**src/rtl/core/mps_pkg.sv**
```systemverilog
// ----------------------------------------------------------------------------
// mps_pkg: shared types and constants for the microprogram sequencer slice
// Word and stack sizes, pin event codes, source select codes, item structs.
// ----------------------------------------------------------------------------
`default_nettype none

package mps_pkg;

    localparam int WORD_BITS     = 4;
    localparam int STACK_ENTRIES = 4;

    // Level counts 0..STACK_ENTRIES; pointer addresses one entry.
    localparam int LEVEL_BITS = $clog2(STACK_ENTRIES + 1);
    localparam int PTR_BITS   = (STACK_ENTRIES > 1) ? $clog2(STACK_ENTRIES) : 1;

    // Clock event codes; the fourth code means no event.
    localparam logic [1:0] MODE_NONE = 2'd0;
    localparam logic [1:0] MODE_RISE = 2'd1;
    localparam logic [1:0] MODE_FALL = 2'd2;

    // Address source codes.
    localparam logic [1:0] SRC_COUNTER = 2'd0;
    localparam logic [1:0] SRC_AREG    = 2'd1;
    localparam logic [1:0] SRC_STACK   = 2'd2;
    localparam logic [1:0] SRC_DIRECT  = 2'd3;

    typedef logic [WORD_BITS-1:0]  t_word;
    typedef logic [LEVEL_BITS-1:0] t_level;
    typedef logic [PTR_BITS-1:0]   t_ptr;

    typedef struct packed {
        logic [1:0] mode;
        logic       re_fall;
        logic       carry_in;
        logic       push_pop;
        logic       stack_hold;
        logic [1:0] source_sel;
        t_word      addr_in;
        t_word      direct_in;
        t_word      or_in;
        logic       za_active;
        logic       oe_active;
    } t_in_item;

    typedef struct packed {
        t_word y;
        logic  carry_out;
    } t_out_item;

endpackage : mps_pkg

`default_nettype wire

```
**src/rtl/core/microprogram_sequencer_slice_top.sv**
```systemverilog
// ----------------------------------------------------------------------------
// microprogram_sequencer_slice_top: 4-bit microprogram sequencer slice
// Takes one pin event per item and returns the driven address word and the
// counter wrap flag after that event.
// ----------------------------------------------------------------------------
//
//  channel | direction | handshake                         | payload
//  --------+-----------+-----------------------------------+-----------
//  in      | input     | i_in_valid / o_in_stall           | i_in_item
//  out     | output    | o_out_valid / i_out_stall         | o_out_item
//
//  Every item passes from acceptance through the input register, then
//  through the event logic into the result register. A new item is
//  accepted every cycle unless the input side stalls; the state (counter,
//  address register, stack, latched pop, held outputs) is updated in the
//  same edge that loads the result, so the next item always sees it.
//  A stalled result holds the result register and the input register; the
//  input side stalls only while both are full. Reset (synchronous, active
//  low) empties both stages and clears all control state; the stack entries
//  themselves are not cleared.
//
`default_nettype none

module microprogram_sequencer_slice_top (
    input  wire                i_clk,
    input  wire                i_rst_n,
    input  wire                i_in_valid,
    input  mps_pkg::t_in_item  i_in_item,
    output logic               o_in_stall,
    output logic               o_out_valid,
    output mps_pkg::t_out_item o_out_item,
    input  wire                i_out_stall
);
    import mps_pkg::*;

    // Pipeline control
    logic      r_in_valid;
    t_in_item  r_in;
    logic      r_out_valid;
    t_out_item r_out;
    logic      advance;     // input stage moves into the result stage
    logic      fire;        // an item is processed this cycle

    // Sequencer state
    t_word  r_counter, n_counter;
    t_word  r_addr, n_addr;
    t_word  r_stack [STACK_ENTRIES];
    t_level r_level, n_level;
    t_word  r_popped, n_popped;
    logic   r_popped_valid, n_popped_valid;
    t_word  r_y, n_y;
    logic   r_carry, n_carry;

    // Stack write request
    logic   push_en;
    t_ptr   push_ptr;

    // Working values
    logic   forced;
    t_word  top_val;
    t_word  src_val;
    t_level top_idx;

    // Advance whenever the result slot is empty or being taken.
    assign advance    = !r_out_valid || !i_out_stall;
    assign fire       = r_in_valid && advance;
    assign o_in_stall = r_in_valid && !advance;

    assign o_out_valid = r_out_valid;
    assign o_out_item  = r_out;

    // Event logic for the item in the input register
    always_comb begin
        n_counter      = r_counter;
        n_carry        = r_carry;
        n_addr         = r_addr;
        n_level        = r_level;
        n_popped       = r_popped;
        n_popped_valid = r_popped_valid;
        n_y            = r_y;
        push_en        = 1'b0;
        push_ptr       = r_level[PTR_BITS-1:0];
        top_idx        = '0;
        top_val        = '0;
        src_val        = '0;

        // Rising clock with carry in: count, flag the wrap.
        if (r_in.mode == MODE_RISE && r_in.carry_in) begin
            if (r_counter == '1) begin
                n_counter = '0;
                n_carry   = 1'b1;
            end else begin
                n_counter = r_counter + 1'b1;
                n_carry   = 1'b0;
            end
        end

        // Falling register enable: load the address register.
        if (r_in.re_fall) begin
            n_addr = r_in.addr_in;
        end

        forced = !r_in.za_active || r_in.oe_active;

        if (forced) begin
            n_y = '0;
        end else if (r_in.mode == MODE_FALL) begin
            // Stack first: push the counter or pop into the latch.
            if (!r_in.stack_hold) begin
                if (r_in.push_pop) begin
                    if (r_level < LEVEL_BITS'(STACK_ENTRIES)) begin
                        push_en = 1'b1;
                        n_level = r_level + 1'b1;
                    end
                end else if (r_level != '0) begin
                    n_level        = r_level - 1'b1;
                    top_idx        = r_level - 1'b1;
                    n_popped       = r_stack[top_idx[PTR_BITS-1:0]];
                    n_popped_valid = 1'b1;
                end
            end

            // Top of stack after the update; a fresh push is not in the array yet.
            if (push_en) begin
                top_val = n_counter;
            end else if (n_level != '0) begin
                top_idx = n_level - 1'b1;
                top_val = r_stack[top_idx[PTR_BITS-1:0]];
            end

            unique case (r_in.source_sel)
                SRC_COUNTER: src_val = n_counter;
                SRC_AREG:    src_val = n_addr;
                SRC_STACK: begin
                    // Hand out a latched pop once, then drop it.
                    if (n_popped_valid) begin
                        src_val        = n_popped;
                        n_popped_valid = 1'b0;
                    end else begin
                        src_val = top_val;
                    end
                end
                SRC_DIRECT:  src_val = r_in.direct_in;
                default:     src_val = '0;
            endcase

            n_y       = src_val | r_in.or_in;
            n_counter = n_y;
        end
    end

    // Input register
    always_ff @(posedge i_clk) begin
        if (!i_rst_n) begin
            r_in_valid <= 1'b0;
        end else if (!o_in_stall) begin
            r_in_valid <= i_in_valid;
        end
        if (!o_in_stall && i_in_valid) begin
            r_in <= i_in_item;
        end
    end

    // Result register and sequencer state
    always_ff @(posedge i_clk) begin
        if (!i_rst_n) begin
            r_out_valid    <= 1'b0;
            r_counter      <= '0;
            r_addr         <= '0;
            r_level        <= '0;
            r_popped       <= '0;
            r_popped_valid <= 1'b0;
            r_y            <= '0;
            r_carry        <= 1'b0;
        end else begin
            if (advance) begin
                r_out_valid <= r_in_valid;
            end
            if (fire) begin
                r_counter      <= n_counter;
                r_addr         <= n_addr;
                r_level        <= n_level;
                r_popped       <= n_popped;
                r_popped_valid <= n_popped_valid;
                r_y            <= n_y;
                r_carry        <= n_carry;
            end
        end
        if (fire) begin
            r_out.y         <= n_y;
            r_out.carry_out <= n_carry;
        end
    end

    // Stack entries: no reset, only written entries are read.
    // A push happens only on a falling clock, so the counter before the
    // source update is the current register value.
    always_ff @(posedge i_clk) begin
        if (fire && push_en) begin
            r_stack[push_ptr] <= r_counter;
        end
    end

endmodule : microprogram_sequencer_slice_top

`default_nettype wire

```
**config.mk**
```make
export PLATFORM = sky130hd
export DESIGN_NAME = microprogram_sequencer_slice_top
export DESIGN_NICKNAME = d
export VERILOG_FILES = /design/src/rtl/core/mps_pkg.sv /design/src/rtl/core/microprogram_sequencer_slice_top.sv
export SDC_FILE = /design/constraint.sdc
export NUM_CORES = 1
export LEC_CHECK = 0
export BUFFER_PORTS_ARGS = -buffer_cell sky130_fd_sc_hd__buf_2
export CAP_MARGIN = 20
export CORE_ASPECT_RATIO = 1.2
export CORE_UTILIZATION = 59
export CTS_CLUSTER_SIZE = 30
export DETAILED_ROUTE_END_ITERATION = 10
export PLACE_DENSITY = 0.79
export SLEW_MARGIN = 20
export SYNTH_ARGS = -nofsm -noshare
export SYNTH_HDL_FRONTEND = slang
export SYNTH_SLANG_ARGS = --single-unit
```
**constraint.sdc**
```tcl
create_clock -name i_clk -period 3.8 [get_ports i_clk]
set_input_delay 0 -clock i_clk [delete_from_list [all_inputs] [get_ports i_clk]]
set_output_delay 0 -clock i_clk [all_outputs]
set_load 0.02 [all_outputs]
```
* Word-level counts from Yosys, hierarchy flattened
Memory sizes are Yosys's and may differ from the RTL's. Cells that the tools add are included. Widths: inputs -> output; s select.
Word-level totals: RAM bits 16, bits of input ports 26, output and inout bits 7, logic and storage cells 91, memories kept 1, bits in registers 50
Memories:
- r_stack | depth 4, bits a word 4, rd ports 2, clocked after Yosys merged registers in 0, wr ports 1, line microprogram_sequencer_slice_top.sv:47 | t_word r_stack [STACK_ENTRIES];
Cells by class: mux-type cells 39, reduce and logical (&&, ||, !) cells 16, bitwise gates (word level) 2, $add $sub $neg 4, $lt $le $gt $ge 1, equal/unequal tests 6
Operators by type and width (number):
- $mux 4 | 15
- $mux 3 | 6
- $mux 1 | 17
- $pmux 4 s4 | 1
- $eq 2x2->1 const B | 3
- $reduce_bool 3->1 | 2
- $logic_and 1x1->1 | 5
- $logic_not 1->1 | 5
- $add 4x1->4 const B | 1
- $eq 2x1->1 const B | 2
- $eq 4x4->1 const B | 1
- $or 4x4->4 | 1
- $add 3x1->3 const B | 1
- $lt 3x3->1 const B | 1
- $reduce_and 3->1 | 1
- $sub 3x1->3 const B | 1
- $logic_not 2->1 | 1
- $logic_or 1x1->1 | 2
- $sub 2x1->2 const B | 1
- $not 1->1 | 1

* Logic depth before layout (Yosys ltp)
An unclocked memory read counts as a cell.
depth in word-level cells 17, gate-level depth with buffers 18, depth with buffers taken out 14

* Worst setup path before layout
Ideal clock, no wire load.
kind flip-flop to flip-flop, start point register r_level[0], end point register r_out, in the netlist o_out_item[2] (data pin), required time 3.540 ns, data arrival time 3.248 ns, path buffers 4, cell stages (with the launch flop) 18, path slack 0.292 ns, cell sequence dfxtp_1 buf_6 clkbuf_1 inv_1 ha_1 clkbuf_2 nor3_1 a31oi_1 o21ai_0 a21oi_1 ha_1 clkbuf_1 nor4b_1 o21ai_0 o311ai_1 o211ai_1 a21oi_1 o21ai_1
On the way: longest elaborated chain between the ends 17, elaborated cells between the ends (all ways) 35, those cells by class add/sub: 3; order compare: 1; mux: 27; bitwise: 1; reduce/logical: 2; memory: 1
RTL lines:
- from (decl) | line microprogram_sequencer_slice_top.sv:48 | t_level r_level, n_level;
- from (signal assigned) | line microprogram_sequencer_slice_top.sv:182 | r_level <= n_level;
- $sub 3x1->3 (tied with other cells) | line microprogram_sequencer_slice_top.sv:117 | top_idx = r_level - 1'b1;
- $mux 3 (on tied branches) | line microprogram_sequencer_slice_top.sv:115, microprogram_sequencer_slice_top.sv:111
- $mux 3 | line microprogram_sequencer_slice_top.sv:110 | if (r_in.push_pop) begin
- $mux 3 | line microprogram_sequencer_slice_top.sv:109 | if (!r_in.stack_hold) begin
- $mux 3 | line microprogram_sequencer_slice_top.sv:107 | end else if (r_in.mode == MODE_FALL) begin
- $mux 3 | line microprogram_sequencer_slice_top.sv:105 | if (forced) begin
- $sub 2x1->2 | line microprogram_sequencer_slice_top.sv:127 | top_idx = n_level - 1'b1;
- $mem_v2 4x4
- (+2 left out)
- $mux 4 * | line microprogram_sequencer_slice_top.sv:136 | if (n_popped_valid) begin
- $pmux 4 s4 * | line microprogram_sequencer_slice_top.sv:131 | unique case (r_in.source_sel)
- $mux 4 * | line microprogram_sequencer_slice_top.sv:107
- $mux 4 * | line microprogram_sequencer_slice_top.sv:105
- $or 4x4->4 * | line microprogram_sequencer_slice_top.sv:147 | n_y = src_val | r_in.or_in;
- $mux 4 * | line microprogram_sequencer_slice_top.sv:107
- $mux 4 * | line microprogram_sequencer_slice_top.sv:105
- named net n_y[1] | line microprogram_sequencer_slice_top.sv:51 | t_word r_y, n_y;
- to (decl) | line microprogram_sequencer_slice_top.sv:40 | t_out_item r_out;
The timed path passes the listed nets; every way through them passes the cells marked *. The select of a mux whose other input is x is not followed. A chain may end at the register's enable or synchronous reset.

* Worst setup path after layout
start point register r_level[1], end point register r_out, in the netlist o_out_item[2] (data pin)
The elaborated chain is that of the path after synthesis.

==> metrics.yaml <==
fin_crit_ns: 3.41
clkLatencyLatePin_ns: 0.36
fmax_mhz: 293
setup.worst_path.class: "reg -> reg"
die_y_um: 86.8
finalSetupViolCount: 0
wirelength_mm: 9.46
worst_pin_slew_ns: 1.04
yosys_warnings: 0
dr_wl_met3_um: 812
startpoint_type: "register"
hpwlAfterDp_mm: 5.72
ys_types: 61
slowest_stage: "ha_2"
die_w_um: 72.7
num-fill-cells: 370
io_pins: 33
crit_top_cell: "a21oi_1"
rr_worst_depth: 14
drive_above_1_share_pct: 19.1
synth_seq_cells: 66
portBuffers: 32
final_cell_mix: "46 x nand2_1, 43 x edfxtp_1, 32 x buf_2"
cts_setup_buffers: 0
via_count: 3041
grt_pass1_vias: 2998
critPathArrivalTime_ns: 3.51
cp_cell_sequence: "inv_1 -> ha_1 -> nor3b_4 -> o21ai_0 -> o21ai_0 -> a21oi_1 -> ha_2 -> nand2b_1 -> a211oi_1 -> a21oi_1 -> o311ai_0 -> o211ai_1 -> a21oi_1 -> o21ai_1"
rr_startpoint: "r_level[1]"
seq_area_frac_synth_pct: 49.5
rsz0062_at_grt: "false"
cp_slowest_stage_delay_ns: 0.54
n_antenna_cell: 0
antenna_found_initial: 0
finClkSkew_ns: 0.0137
drcViolationCount: 0
cts.sinks: 66
num_rows: 30
whs_ns: 0.0788
min_path_type: "in -> reg"
met1_length_mm: 3.64
dieArea_um2: 6310
initial_core_util_pct: 62.0
core-area_um2: 5710
hold_viol: 0
final_nets: 432
drtIter0Drc: 334
crit_path_start: "r_level[1]"
r2r_slack_ns: 0.39
ctsRootBufferMaster: "clkbuf_8"
routed-wl-met2_mm: 4.61
cts_buffer_depth: 2
wl_per_cell_um: 19.5
gp_congestion: 0.880
area_growth_pct: 19.8
final_common_cell: "nand2_1"
routed_via_density: 6.28
maxSlewHeadroom_pct: 30.5
r2r-end: "o_out_item[2]"
synthArstFlopShare_pct: 0
leakage_nw: 1.59
highest_layer: "met4"
grt.total_usage_pct: 33.3
ant_nets: 0
end_kind: "register"
grt_pass1_wl_mm: 15.2
grt_max_degree: 23
path_clk_slew_ns: 0.09
drv_slew: 0
syn_inst: 344
fin_tns_setup_ns: 0
cts-buffers-inserted: 9
synth_area_um2: 3540
overflow: 0
syn_nets: 377
required_ns: 3.90
tritoncts: "built"
worst-path-max-fanout: 16
synth-edff-count: 43
ir_drop_mv: 0.334
ys_dominant_reg_cell: "edfxtp_1"
endpoint: "o_out_item[2]"
outcome: "finished, final reports clean"
power_density_nw_per_um2: 406
dr.pass1.iters: 5
htreeDepth: 3
synth.avg_cell_area_um2: 10.3
fin_crit_sh_pct: 89.7
max-cap-violations: 0
[cells in the mapped netlist, drive strengths merged (8+ instances only)]
cell    instances  area [µm²]
nor2           16        65.1
nand2b         10        62.6
edfxtp         43        1290
a31oi           9        56.3
clkbuf         10        38.8
buf             9        66.3
dfxtp          23         460
nand3          14        70.1
o21ai          31         155
o211ai          8        65.1
a21oi          18        90.1
inv             8        30.0
nand2          46         173
[critical path: cells and delay by family (launching register included)]
family | cells | cell delay (ns)
AND/OR/NAND/NOR | 2 | 0.53
adder cells (fa/ha/maj) | 2 | 0.92
AO/OA/AOI/OAI | 9 | 1.22
flip-flops | 1 | 0.36
buffers and inverters | 1 | 0.12
[cell type report]
cell class                      count  area, µm²  area share, %
Tap cell                           80        100           2.36
Clock buffer                        9        124           2.92
Clock inverter                      7        125           2.95
Sequential cell                    66       1750           41.3
Timing Repair Buffer               63        453           10.7
Inverter                            8       30.0          0.708
Multi-Input combinational cell    251       1660           39.0
[per-stage QoR]
| step | util [%] | power [mW] | area (µm²) | setup WS [ns] | instances |
|---|---|---|---|---|---|
| 4_1_cts | 74.3 | 1.71 | 4240 | 0.330 | 484 |
| 3_3_place_gp | 65.7 | 0.956 | 3750 | 0.494 | 444 |
| 6_report | 74.3 | 1.72 | 4240 | 0.391 | 484 |
| 3_5_place_dp | 65.7 | 0.959 | 3750 | 0.358 | 444 |
| 2_1_floorplan | - | 0.914 | 3540 | 0.292 | 344 |
| 5_1_grt | 74.3 | 1.76 | 4240 | 0.137 | 484 |
[worst min-delay path by stage]
stage                              from          to  slack (ns)  depth (start not counted)
after floorplan            i_in_item[0]     r_in[0]         0.1                          0
after global placement    i_in_item[17]    r_in[17]        0.18                          1
after detailed placement  i_in_item[14]    r_in[14]        0.18                          1
after CTS                       i_rst_n  r_level[1]        0.07                          2
after global routing            i_rst_n   r_addr[2]        0.11                          2
final                           i_rst_n  r_level[1]        0.08                          2
[registers in the layout, summed over array words and instances, names as in the netlist]
signal          flops
o_out_item          5
o_out_valid         1
r_addr              4
r_carry             1
r_counter           4
r_in               22
r_in_valid          1
r_level             3
r_popped            4
r_popped_valid      1
r_stack            16
r_y                 4
[routing by layer]
metal	GRT usage, %	up-vias
met1	42.8	1407
li1	-	1401
met2	52.2	195
met5	0	-
met3	6.86	38
met4	18.7	0
[kinds of logic after synthesis]
family	synth area share, %
mux	4.92
simple gates	19.6
flops	49.5
fa+ha+maj	2.48
compound gates	18.7
xor+xnor	0.955
buf+inv	3.82
[repair_timing]
item                                    CTS  global route
endpoints found under the setup margin    0             1
hold buffers                             24             0
endpoints found under the hold margin    24             0
gates resized for setup                   0             1
[where the power goes]
part	switching, mW	internal, mW
Clock	0.304	0.443
Combinational	0.0912	0.0721
Sequential	0.0242	0.787
Total	0.419	1.30
Power figures use the tool's default switching activity.
